[config.mk]
export PLATFORM = sky130hd
export DESIGN_NAME = ss20_queue
export DESIGN_NICKNAME = d
export VERILOG_FILES = /design/src/ss20_pkg.sv /design/src/ss20_queue.sv
export SDC_FILE = /design/constraint.sdc
export NUM_CORES = 1
export LEC_CHECK = 0
export ABC_CLOCK_PERIOD_IN_PS = 3300
export BUFFER_PORTS_ARGS = -buffer_cell sky130_fd_sc_hd__buf_2
export CORE_ASPECT_RATIO = 1.5
export CORE_MARGIN = 2
export CORE_UTILIZATION = 43
export DETAILED_ROUTE_END_ITERATION = 7
export PLACE_DENSITY = 0.67
export SLEW_MARGIN = 30
export SYNTH_ARGS = -nofsm -noshare
export SYNTH_HDL_FRONTEND = slang
export SYNTH_SLANG_ARGS = --single-unit
[constraint.sdc]
create_clock -name clock -period 3.3 [get_ports clock]
set_input_delay 0.66 -clock clock [delete_from_list [all_inputs] [get_ports clock]]
set_output_delay 0.66 -clock clock [all_outputs]
set_load 0.05 [all_outputs]
[src/ss20_pkg.sv]
// Shared types, constants and helper functions of the Salsa20 byte cipher.
package ss20_pkg;

   localparam int DOUBLE_ROUNDS = 10;
   localparam int ROUND_STEPS = DOUBLE_ROUNDS * 8;
   localparam int STEP_W = $clog2(ROUND_STEPS);
   localparam int QUEUE_DEPTH = 4;
   localparam int QPTR_W = $clog2(QUEUE_DEPTH);

   localparam logic [31:0] SIGMA0 = 32'h6170_7865;
   localparam logic [31:0] SIGMA1 = 32'h3320_646e;
   localparam logic [31:0] SIGMA2 = 32'h7962_2d32;
   localparam logic [31:0] SIGMA3 = 32'h6b20_6574;

   localparam logic [2:0] CSR_KEY0 = 3'd0;
   localparam logic [2:0] CSR_KEY1 = 3'd1;
   localparam logic [2:0] CSR_KEY2 = 3'd2;
   localparam logic [2:0] CSR_KEY3 = 3'd3;
   localparam logic [2:0] CSR_NONCE = 3'd4;

   typedef logic [15:0][31:0] words_type;

   // One queued word with its keystream position already worked out.
   typedef struct packed {
      logic [7:0]  data;
      logic        last;
      logic [5:0]  pos;
      logic        need_block;
      logic [63:0] counter;
   } work_type;

   typedef struct packed {
      logic        start;
      logic [63:0] counter;
   } core_req_type;

   typedef struct packed {
      logic      busy;
      logic      done;
      words_type block;
   } core_status_type;

   // Quarter-round word indices a, b, c, d: [half][lane][role].
   localparam logic [3:0] QIDX [2][4][4] = '{
      '{ '{4'd0, 4'd4, 4'd8, 4'd12}, '{4'd5, 4'd9, 4'd13, 4'd1},
         '{4'd10, 4'd14, 4'd2, 4'd6}, '{4'd15, 4'd3, 4'd7, 4'd11} },
      '{ '{4'd0, 4'd1, 4'd2, 4'd3}, '{4'd5, 4'd6, 4'd7, 4'd4},
         '{4'd10, 4'd11, 4'd8, 4'd9}, '{4'd15, 4'd12, 4'd13, 4'd14} }
   };

   function automatic logic [31:0] rotl32(input logic [31:0] v, input logic [4:0] n);
      logic [63:0] d;
      begin
         d = {v, v} << n;
         return d[63:32];
      end
   endfunction

   function automatic words_type salsa_init(input logic [63:0] k0, input logic [63:0] k1,
                                            input logic [63:0] k2, input logic [63:0] k3,
                                            input logic [63:0] nonce,
                                            input logic [63:0] counter);
      words_type w;
      begin
         w[0] = SIGMA0;          w[1] = k0[31:0];        w[2] = k0[63:32];
         w[3] = k1[31:0];        w[4] = k1[63:32];       w[5] = SIGMA1;
         w[6] = nonce[31:0];     w[7] = nonce[63:32];    w[8] = counter[31:0];
         w[9] = counter[63:32];  w[10] = SIGMA2;         w[11] = k2[31:0];
         w[12] = k2[63:32];      w[13] = k3[31:0];       w[14] = k3[63:32];
         w[15] = SIGMA3;
         return w;
      end
   endfunction

endpackage

[src/ss20_queue.sv]
// Short queue of classified words between front and back end.
module ss20_queue (
   input  logic               clock,
   input  logic               reset,
   input  logic               push,
   input  ss20_pkg::work_type push_work,
   input  logic               pop,
   output logic               full,
   output logic               empty,
   output ss20_pkg::work_type head
);
   import ss20_pkg::*;

   work_type              mem_ff [QUEUE_DEPTH];
   logic [QPTR_W-1:0]     wr_ff, wr_in, rd_ff, rd_in;
   logic [QPTR_W:0]       cnt_ff, cnt_in;
   logic                  do_pop;

   always_comb begin
      full = (cnt_ff == (QPTR_W+1)'(QUEUE_DEPTH));
      empty = (cnt_ff == '0);
      head = mem_ff[rd_ff];
      do_pop = pop && !empty;
      wr_in = push ? wr_ff + 1'b1 : wr_ff;
      rd_in = do_pop ? rd_ff + 1'b1 : rd_ff;
      cnt_in = cnt_ff + (QPTR_W+1)'(push) - (QPTR_W+1)'(do_pop);
   end

   always_ff @(posedge clock) begin
      if (push) begin
         mem_ff[wr_ff] <= push_work;
      end
   end

   always_ff @(posedge clock) begin
      if (reset) begin
         wr_ff <= '0;
         rd_ff <= '0;
         cnt_ff <= '0;
      end else begin
         wr_ff <= wr_in;
         rd_ff <= rd_in;
         cnt_ff <= cnt_in;
      end
   end

endmodule

# Yosys cells after proc, flatten, opt, wreduce, memory -nomap -nowiden

Memories as Yosys holds them, arrays and structs flattened. A register that Yosys moved wholly into a read port is not among the register bits.
Cells that the tools add are included.

Input bits: 84
Bits in writable memories: 320
Register bits: 7
Memories: 1
Logic and storage cells: 16

Muxes and demuxes: 4
Equality and inequality tests: 1
Add/sub/neg operators: 4
Reduce and logical (&&, ||, !) cells: 3

Memory list:

| memory | depth | bits a word | rd ports | clocked after memory_dff | wr ports | line             | source |
|---|---|---|---|---|---|---|---|
| mem_ff | 4     | 80          | 1        | 1                        | 1        | ss20_queue.sv:14 | `work_type mem_ff [QUEUE_DEPTH];` |

Operators by type and width:

| kind                                         | count |
|---|---|
| adder 2 x 1 -> 2 bit (second input constant) | 2 |
| two-way mux 2 bit                            | 2 |
| adder 3 x 1 -> 3 bit                         | 1 |
| equality test 3 bit (second input constant)  | 1 |
| logical NOT 3 bit                            | 1 |
| subtractor 3 x 1 -> 3 bit                    | 1 |
| two-way mux 1 bit                            | 2 |
| logical AND 1 bit                            | 1 |
| logical NOT 1 bit                            | 1 |

# Logic depth before layout (Yosys ltp)

Depth after elaboration: 5
Depth in mapped cells: 8

# Worst setup path after synthesis

No wires, ideal clock.

Path kind: input to register
Start point: in push
End point: mem mem_ff[0][0] in the netlist's numbering (enable)
Arrival: 2.523 ns
Library setup time: 0.447 ns
Stages: 1
Path slack: 0.330 ns
Cells stage by stage: and2_1

Longest elaborated chain between the ends: 2

RTL lines:

| item                                    | line             | source |
|---|---|---|
| from (decl)                             | ss20_queue.sv:5  | `input logic push,` |
| two-way mux 1 bit                       | ss20_queue.sv:30 | `if (push) begin` |
| two-way mux 1 bit (not written as such) | ss20_queue.sv:31 | `mem_ff[wr_ff] <= push_work;` |
| to (decl)                               | ss20_queue.sv:14 |  |

Every way passes these cells.

==> run metrics <==
status completed; met3 wire len 939 um; # hold bufs at CTS 0; max_slew headroom 0.532; CP Capture Type primary output; cts repair resizes 0; sequential fraction of the synthesis area 0.809; Max rail drop VDD 0.893 mV; GRT Total Usage 0.153; Post-Syn Area 0.0121 mm2; vias in the first global route 6,110; postcts setup bufs 0; share of the synthesized area in the top cell type 0.794; Final Routed Wirelength 22.4 mm; Final Setup Violations 0; R2R depth 8; core box area 0.0279 mm2; hold_ws 319 ps; final period utilization 0.875; largest net degree at the start of global routing 49; met2 WL 12.1 mm; Synth area leaders edfxtp_1 (79%), mux4_2 (15%), dfxtp_1 (1.5%), buf_12 (1.3%), ha_1 (0.62%); Max Used Layer met4; CTS Buffer Depth 3; Max Cap Violations 0; H-tree levels 1; Min Clock Period, post-route 2890 ps; Ports 166; clock skew 7.87 ps; Die W 141 um; Die Ht 209 um; Post-synth top cells edfxtp_1 (320), mux4_2 (80), dfxtp_1 (9); Most used DFF post-synth edfxtp_1; Worst-Skew Late Latency 550 ps; EDFF count, synth 320; Num CTS Buffers 30; Hold Crit Depth 1; Rows 75; ys async rst share 0; Yosys warning count 0; vias 5,391; drt wl/cell 21.7 um; CP Class flip-flop to primary output; Routed Antenna Nets 0; P_leak 4.82 nW; Critical Path RT 2640 ps; drt pass-1 iters 4; crit start category flip-flop; most numerous cell in the Yosys netlist edfxtp_1; worst-path maximum fanout 35; Post-DP HPWL 13.9 mm; CTS tree done; Post-Syn Instances 463; Fin Setup TNS 0 ps; clk slew on worst S/H paths 70 ps; die area 0.0295 mm2; Yosys top cell by area edfxtp_1; WP data arrival 2230 ps; Worst-Margin Slew 702 ps; drt first-iter violations 312; Area Overhead vs Synth 18.8%; Yosys cell types 22; Root Buffer clkbuf_16; RSZ-0062 raised after global routing no; Power Density 781 mW/mm2; max frequency 346 MHz; nets@finish 746; initial antenna violation count 9; Final Hold Viols 0; met1 WL 8.42 mm; DR vias/cell 5.22; #FFs+latches synth 329; first-pass GRT wire length 34.3 mm; Mean Syn Cell Area 26.1 um2; Starting Density 0.434; Post-Syn Nets 554; I/O Buffers 165; Pins Over Slew Limit 0; clk sinks 329; fraction of layout instances using a drive strength above 1 0.460; final core occ 0.515; Congestion Overflow GR 0; final weighted congestion in routability-driven placement 0.751; DR DRC count 0; worst hold-check path type input port to flip-flop
[final timing paths]
check	startpoint	slack, ps	end
setup / recovery	flip-flop	410	head[54]
hold / removal	push_work[67]	320	mem_ff[0][67]
setup reg to reg	cnt_ff[1]	1300	cnt_ff[2]
hold reg to reg	wr_ff[1]	560	wr_ff[1]
[report_power, final]
part           leakage [nW]  internal [W]  switching [W]
sequential             3.01       0.00482       0.000103
clock                 0.497       0.00211        0.00145
combinational          1.31      0.000891        0.00185
[kinds of logic (layout without fill, tap and decap cells)]
group | count (synthesis) | after routing | share of synthesized area
flip-flops | 329 | 329 | 0.809
adder cells (fa/ha/maj) | 7 | 7 | 0.00786
other | 0 | 9 | 0
multiplexers | 84 | 84 | 0.153
AO/OA/AOI/OAI | 2 | 2 | 0.00145
AND/OR/NAND/NOR | 15 | 15 | 0.00652
XOR/XNOR | 2 | 2 | 0.00259
buffers and inverters | 24 | 239 | 0.0197
[cell usage in the layout, fill, tap and decap left out, types with 5 or more instances in the layout]
master | synthesis | routed
buf_2 | 8 | 165
nor2_1 | 6 | 6
ha_1 | 6 | 6
bufinv_16 | 0 | 5
edfxtp_1 | 320 | 320
inv_1 | 5 | 5
mux4_2 | 80 | 80
buf_12 | 8 | 5
dfxtp_1 | 9 | 7
clkbuf_16 | 0 | 31
clkbuf_1 | 1 | 5
buf_4 | 0 | 9
clkinv_1 | 0 | 6
diode_2 | 0 | 9
[through the flow]
| stage | area (um2) | cells | setup WS [ps] | total power, W |
|---|---|---|---|---|
| floorplan | 12100 | 463 | 330 | 0.00729 |
| global placement | 13300 | 969 | 963 | 0.00776 |
| detailed placement | 13300 | 969 | 956 | 0.00780 |
| CTS | 14300 | 1024 | 346 | 0.0114 |
| global route | 14400 | 1032 | 288 | 0.0116 |
| finish | 14400 | 1033 | 414 | 0.0112 |
[worst max-delay path, stage by stage (launching register included)]
cell     delay (ps)
dfxtp_4         710
buf_4           360
mux4_2          350
buf_2           230
[flip-flops by register name, indices dropped and copies added, names as in the netlist, named ones only]
name	flops
rd_ff	2
mem_ff	320
cnt_ff	3
wr_ff	2
[layout make-up]
type / instances / area [um2]
well taps: 346 / 433
multi-input cells: 110 / 2080
repair buffers: 179 / 993
clock inverters: 19 / 226
fillers: 2199 / 13500
diodes: 9 / 22.5
inverters: 5 / 18.8
clock buffers: 36 / 795
flip-flops and latches: 329 / 9800
[metal layers]
layer	global-route usage	vias up
li1	-	2383
met1	0.176	2790
met2	0.278	162
met3	0.0210	56
met4	0.0803	0
met5	0	-
Note: power is estimated with default switching activity, not from simulation.
