**config.mk**
```make
export PLATFORM = sky130hd
export DESIGN_NAME = ss20_front
export DESIGN_NICKNAME = d
export VERILOG_FILES = /design/src/ss20_pkg.sv /design/src/ss20_front.sv
export SDC_FILE = /design/constraint.sdc
export NUM_CORES = 1
export LEC_CHECK = 0
export BUFFER_PORTS_ARGS = -buffer_cell sky130_fd_sc_hd__buf_4
export CAP_MARGIN = 20
export CORE_MARGIN = 4
export CORE_UTILIZATION = 29
export CTS_BUF_LIST = sky130_fd_sc_hd__clkbuf_4
export CTS_CLUSTER_DIAMETER = 120
export CTS_CLUSTER_SIZE = 25
export DETAILED_ROUTE_END_ITERATION = 6
export GPL_TIMING_DRIVEN = 0
export PLACE_DENSITY = 0.5
export SETUP_SLACK_MARGIN = 0.5
export SLEW_MARGIN = 0
export SYNTH_ARGS = -nofsm -noshare
export SYNTH_HDL_FRONTEND = slang
export SYNTH_SLANG_ARGS = --single-unit
```
**constraint.sdc**
```tcl
create_clock -name clock -period 3.68 [get_ports clock]
set_input_delay 0.736 -clock clock [delete_from_list [all_inputs] [get_ports clock]]
set_output_delay 0.736 -clock clock [all_outputs]
set_load 0.03 [all_outputs]
```
**src/ss20_pkg.sv**
```systemverilog
// Shared types, constants and helper functions of the Salsa20 byte cipher.
package ss20_pkg;

   localparam int DOUBLE_ROUNDS = 10;
   localparam int ROUND_STEPS = DOUBLE_ROUNDS * 8;
   localparam int STEP_W = $clog2(ROUND_STEPS);
   localparam int QUEUE_DEPTH = 4;
   localparam int QPTR_W = $clog2(QUEUE_DEPTH);

   localparam logic [31:0] SIGMA0 = 32'h6170_7865;
   localparam logic [31:0] SIGMA1 = 32'h3320_646e;
   localparam logic [31:0] SIGMA2 = 32'h7962_2d32;
   localparam logic [31:0] SIGMA3 = 32'h6b20_6574;

   localparam logic [2:0] CSR_KEY0 = 3'd0;
   localparam logic [2:0] CSR_KEY1 = 3'd1;
   localparam logic [2:0] CSR_KEY2 = 3'd2;
   localparam logic [2:0] CSR_KEY3 = 3'd3;
   localparam logic [2:0] CSR_NONCE = 3'd4;

   typedef logic [15:0][31:0] words_type;

   // One queued word with its keystream position already worked out.
   typedef struct packed {
      logic [7:0]  data;
      logic        last;
      logic [5:0]  pos;
      logic        need_block;
      logic [63:0] counter;
   } work_type;

   typedef struct packed {
      logic        start;
      logic [63:0] counter;
   } core_req_type;

   typedef struct packed {
      logic      busy;
      logic      done;
      words_type block;
   } core_status_type;

   // Quarter-round word indices a, b, c, d: [half][lane][role].
   localparam logic [3:0] QIDX [2][4][4] = '{
      '{ '{4'd0, 4'd4, 4'd8, 4'd12}, '{4'd5, 4'd9, 4'd13, 4'd1},
         '{4'd10, 4'd14, 4'd2, 4'd6}, '{4'd15, 4'd3, 4'd7, 4'd11} },
      '{ '{4'd0, 4'd1, 4'd2, 4'd3}, '{4'd5, 4'd6, 4'd7, 4'd4},
         '{4'd10, 4'd11, 4'd8, 4'd9}, '{4'd15, 4'd12, 4'd13, 4'd14} }
   };

   function automatic logic [31:0] rotl32(input logic [31:0] v, input logic [4:0] n);
      logic [63:0] d;
      begin
         d = {v, v} << n;
         return d[63:32];
      end
   endfunction

   function automatic words_type salsa_init(input logic [63:0] k0, input logic [63:0] k1,
                                            input logic [63:0] k2, input logic [63:0] k3,
                                            input logic [63:0] nonce,
                                            input logic [63:0] counter);
      words_type w;
      begin
         w[0] = SIGMA0;          w[1] = k0[31:0];        w[2] = k0[63:32];
         w[3] = k1[31:0];        w[4] = k1[63:32];       w[5] = SIGMA1;
         w[6] = nonce[31:0];     w[7] = nonce[63:32];    w[8] = counter[31:0];
         w[9] = counter[63:32];  w[10] = SIGMA2;         w[11] = k2[31:0];
         w[12] = k2[63:32];      w[13] = k3[31:0];       w[14] = k3[63:32];
         w[15] = SIGMA3;
         return w;
      end
   endfunction

endpackage

```
**src/ss20_front.sv**
```systemverilog
// Front end: accepts words, tracks byte position and block counter.
module ss20_front (
   input  logic              clock,
   input  logic              reset,
   input  logic              req_push,
   input  logic [7:0]        req_data_byte,
   input  logic              req_message_start,
   input  logic              req_message_end,
   input  logic              q_full,
   output logic              q_push,
   output ss20_pkg::work_type q_work
);
   import ss20_pkg::*;

   logic [5:0]  pos_ff, pos_in;
   logic [63:0] cnt_ff, cnt_in;
   logic [5:0]  pos_cur;
   logic [63:0] cnt_cur;
   logic        need;

   always_comb begin
      pos_cur = req_message_start ? 6'd0 : pos_ff;
      cnt_cur = req_message_start ? 64'd0 : cnt_ff;
      need = (pos_cur == 6'd0);
      q_push = req_push && !q_full;
      q_work.data = req_data_byte;
      q_work.last = req_message_end;
      q_work.pos = pos_cur;
      q_work.need_block = need;
      q_work.counter = cnt_cur;
      pos_in = pos_ff;
      cnt_in = cnt_ff;
      if (q_push) begin
         pos_in = pos_cur + 6'd1;
         cnt_in = need ? cnt_cur + 64'd1 : cnt_cur;
      end
   end

   always_ff @(posedge clock) begin
      if (reset) begin
         pos_ff <= '0;
         cnt_ff <= '0;
      end else begin
         pos_ff <= pos_in;
         cnt_ff <= cnt_in;
      end
   end

endmodule

```
# Word level (Yosys, flattened, before mapping)
# Index checks and enable logic that the tools add are counted.
# totals
ff_bits	70
latch_bits	0
mem_bits_rw	0
romBits	0
input_bits	14
output_inout_bits	81
word_cells	10
mem_count	0
# op_classes
add_sub_neg	2
n_mul	0
div	0
magnitude_cmp	0
eq_ne	0
shift	0
n_mux	3
n_bitwise	0
n_reduce_logical	3
# op_table
cell	n
$mux 64	2
$add 64x1->64 const B	1
$add 6x1->6 const B	1
$logic_not 6->1	1
$mux 6	1
$logic_and 1x1->1	1
$logic_not 1->1	1

# Logic depth before layout (Yosys ltp)
# depth
ltp_word	3
depth_mapped	14
ltp_nobuf	8

# Worst setup path after synthesis
# Ideal clock, no wire load.
# synth_path
path_kind	in2reg
startpoint	input port req_message_start
endpoint	register cnt_ff[60]
setup_ns	0.123
t_arrival_ns	4.064
required_ns	3.557
setup_slack_ns	-0.507
stages	13
cell_sequence	clkbuf_1 > clkbuf_1 > buf_2 > clkbuf_1 > clkbuf_1 > nor2b_1 > ha_1 > and3b_1 > clkbuf_1 > nand3_1 > or4_4 > or3b_1 > mux2_1
# synth_rtl
item	line_no	source
start: declaration	ss20_front.sv:7	input logic req_message_start,
end signal: assignment	ss20_front.sv:45	cnt_ff <= cnt_in;
end: declaration	ss20_front.sv:16	logic [63:0] cnt_ff, cnt_in;

# Worst setup path after layout
# layout_path
startpoint	input port req_message_start
endpoint	register cnt_ff[60]
# layout_between
elab_chain_cells	3
# layout_rtl
item	line_no	source
$mux 64 / $mux 6 (equally long branches)	ss20_front.sv:23, ss20_front.sv:22	
$add 64x1->64 / $logic_not 6->1 (equally long branches)	ss20_front.sv:35, ss20_front.sv:24	
$mux 64 (*)	ss20_front.sv:35	cnt_in = need ? cnt_cur + 64'd1 : cnt_cur;
# Mark *: on every way between the ends. The rest lies on a longest branch, timed or not.
# A chain may end at the register's enable or synchronous reset.

==> flow_summary.json <==
{
  "synth_area_leaders": "dfxtp_1 30%, nor2b_1 8.6%, nand2_1 6.4%, nor2_1 4.5%, a21oi_1 4.2%",
  "synth_ff_type": "dfxtp_1",
  "num_io_pins": 95,
  "netlist-cell-type-count": 57,
  "io_buffers": 84,
  "grt_pass1_wl_um": 28300,
  "period_share_pct": 86.0,
  "clk_path_buf_depth": 2,
  "die_area_um2": 18400,
  "hpwl_um": 13400,
  "grt_max_degree": 13,
  "final_common_cell": "buf_4",
  "wl_per_cell_um": 19.2,
  "setup_viol": 0,
  "cp.arrival_ns": 3.54,
  "critPathMaxFanout": 10,
  "drt-initial-drc-count": 417,
  "vias": 5334,
  "antenna_found_initial": 1,
  "synth_edf_count": 0,
  "yosys_warnings": 0,
  "htree_levels": 3,
  "synth_top_area_cell": "dfxtp_1",
  "die_h_um": 136,
  "drv_slew": 0,
  "min_period_ns": 3.17,
  "via_per_inst": 5.56,
  "setup_tns_ns": 0,
  "track_usage_pct": 19.8,
  "routed_wl_um": 18400,
  "power_density_nw_per_um2": 255,
  "timing.fmax_ghz": 0.316,
  "rsz0062_at_grt": "true",
  "vdd_ir_drop_max_mv": 0.165,
  "clock-root-buffer": "clkbuf_4",
  "final_area_um2": 6210,
  "leakage_nw": 2.37,
  "finalNonFillerCells": 959,
  "layout_setup_ws_ns": 0.515,
  "cts-hold-fix-buffers": 0,
  "max_cap_violations": 0,
  "worst_ep_required_time_ns": 4.05,
  "overflow": 0,
  "route.detailed.drc": 0,
  "hold_viol": 0,
  "status": "complete, no violations",
  "core_um2": 15900,
  "worstSetupPathType": "in -> reg",
  "syn_nets": 643,
  "synthCells": 626,
  "synth.yosys.seq_area_share_pct": 29.7,
  "synth_top_area_share_pct": 29.7,
  "drive_above_1_share_pct": 25.1,
  "dr.pass1.iters": 5,
  "start_util_pct": 29.6,
  "rows": 46,
  "critPathLaunchType": "input pin",
  "synth_area_um2": 4720,
  "avgSynthCellArea_um2": 7.54,
  "clk_pin_slew_worst_paths_ns": 0.13,
  "gp_congestion": 0.959,
  "min-delay-path-class": "reg -> reg",
  "cts-buffers-inserted": 9,
  "cts_tree": "built",
  "clock_skew_ns": 0.0152,
  "area_delta_synth_final_pct": 31.6,
  "layout_common_cells": "109 x buf_4, 81 x nand2_1, 70 x dfxtp_1",
  "synth_seq_cells": 70,
  "cts_sinks": 70,
  "ant_nets": 0,
  "grt_pass1_vias": 5092,
  "place_area_um2": 5750,
  "dp_slack_ns": -0.617,
  "worst_pin_slew_ns": 0.876,
  "synthArstFlopShare_pct": 0,
  "relSlewSlack_pct": 41.0,
  "clkLatencyLatePin_ns": 0.47,
  "die_w_um": 136,
  "post-place-cells": 926,
  "r2r_setup_slack_ns": 0.87,
  "worstSetupEndpointType": "register",
  "fin_nets": 754
}
-- critical path, cell delays in order --
cell       delay (ns)
buf_6            0.12
clkbuf_16        0.15
clkbuf_16        0.16
buf_12           0.13
clkbuf_16        0.15
clkbuf_16        0.15
nor2b_4          0.12
ha_2             0.16
and3b_1          0.16
clkbuf_8         0.15
nand3_4          0.08
or4_4            0.54
or3b_4           0.40
mux2_1           0.31
-- metal layers --
layer / global-route usage (%) / share of wire, % / routed length (µm) / up-vias
li1: - / - / - / 2481
met5: 0 / 0 / 0 / -
met4: 6.38 / 2.0 / 359 / 0
met2: 32.6 / 48 / 8800 / 232
met1: 25.6 / 43 / 7920 / 2592
met3: 4.79 / 7.2 / 1320 / 29
-- final cells by class --
cell class	count	area, µm²
flip-flops and latches	70	1400
inverters	8	30.0
multi-input cells	496	3170
clock inverters	7	113
repair buffers	100	754
clock buffers	9	67.6
fillers	1715	9730
diodes	1	2.50
plain buffers	52	402
well taps	216	270
-- through the flow --
step / power, mW / hold WS [ns] / utilization (%)
2_1_floorplan: 0.869 / 0.450 / -
3_3_place_gp: 0.924 / 0.460 / 36.1
5_1_grt: 1.64 / 0.569 / 39.0
4_1_cts: 1.60 / 0.522 / 38.5
3_5_place_dp: 0.925 / 0.472 / 36.1
6_report: 1.58 / 0.527 / 39.0
-- final timing paths --
kind | from | endpoint | depth (start not counted)
hold / removal | pos_ff[1]$_SDFFE_PP0P_ | pos_ff[1]$_SDFFE_PP0P_ | 2
setup reg to reg | cnt_ff[37]$_SDFFE_PP0P_ | cnt_ff[59]$_SDFFE_PP0P_ | 5
setup / recovery | req_message_start | cnt_ff[60]$_SDFFE_PP0P_ | 14
hold reg to reg | pos_ff[1]$_SDFFE_PP0P_ | pos_ff[1]$_SDFFE_PP0P_ | 2
-- synth_stat cells (4+ instances only) --
library cell,instances
and4_1,11
a211oi_1,4
clkbuf_1,33
a21oi_1,40
and2_1,5
buf_4,10
nand4_1,32
xnor2_1,14
and4b_1,7
inv_1,7
o21ai_0,5
a31o_2,11
nor3_1,17
nand3_1,27
xor2_1,10
or4_1,7
nor2_1,57
nor2b_1,65
and3_1,9
a41o_1,6
nor4_1,13
nand4b_1,6
dfxtp_1,70
nand2_1,81
buf_2,6
mux2_2,11
a311oi_1,7
-- logic make-up (layout without fill, tap and decap cells) --
family / count (synthesis) / after routing / synth area share, %
flip-flops: 70 / 70 / 29.7
other: 0 / 1 / 0
AO/OA/AOI/OAI: 93 / 93 / 13.4
buffers and inverters: 60 / 176 / 5.72
adder cells (fa/ha/maj): 3 / 3 / 0.795
XOR/XNOR: 24 / 24 / 4.45
multiplexers: 14 / 14 / 3.29
AND/OR/NAND/NOR: 362 / 362 / 42.7
-- what timing repair did --
item	in CTS	in global routing
endpoints found under the setup margin	70	22
gates cloned	0	0
pin swaps	2	5
setup buffers	9	7
gates resized for setup	24	7
-- where the power goes --
group / switching, mW / leakage (nW) / total, mW / internal [mW]
clock network: 0.314 / 0.0957 / 0.654 / 0.340
registers: 0.00250 / 0.564 / 0.762 / 0.760
logic: 0.106 / 1.71 / 0.167 / 0.0607
total: 0.423 / 2.37 / 1.58 / 1.16
-- sequential cells by signal, indices dropped and copies added, names as in the netlist --
signal / flops
cnt_ff: 64
pos_ff: 6
Power figures use the tool's default switching activity.
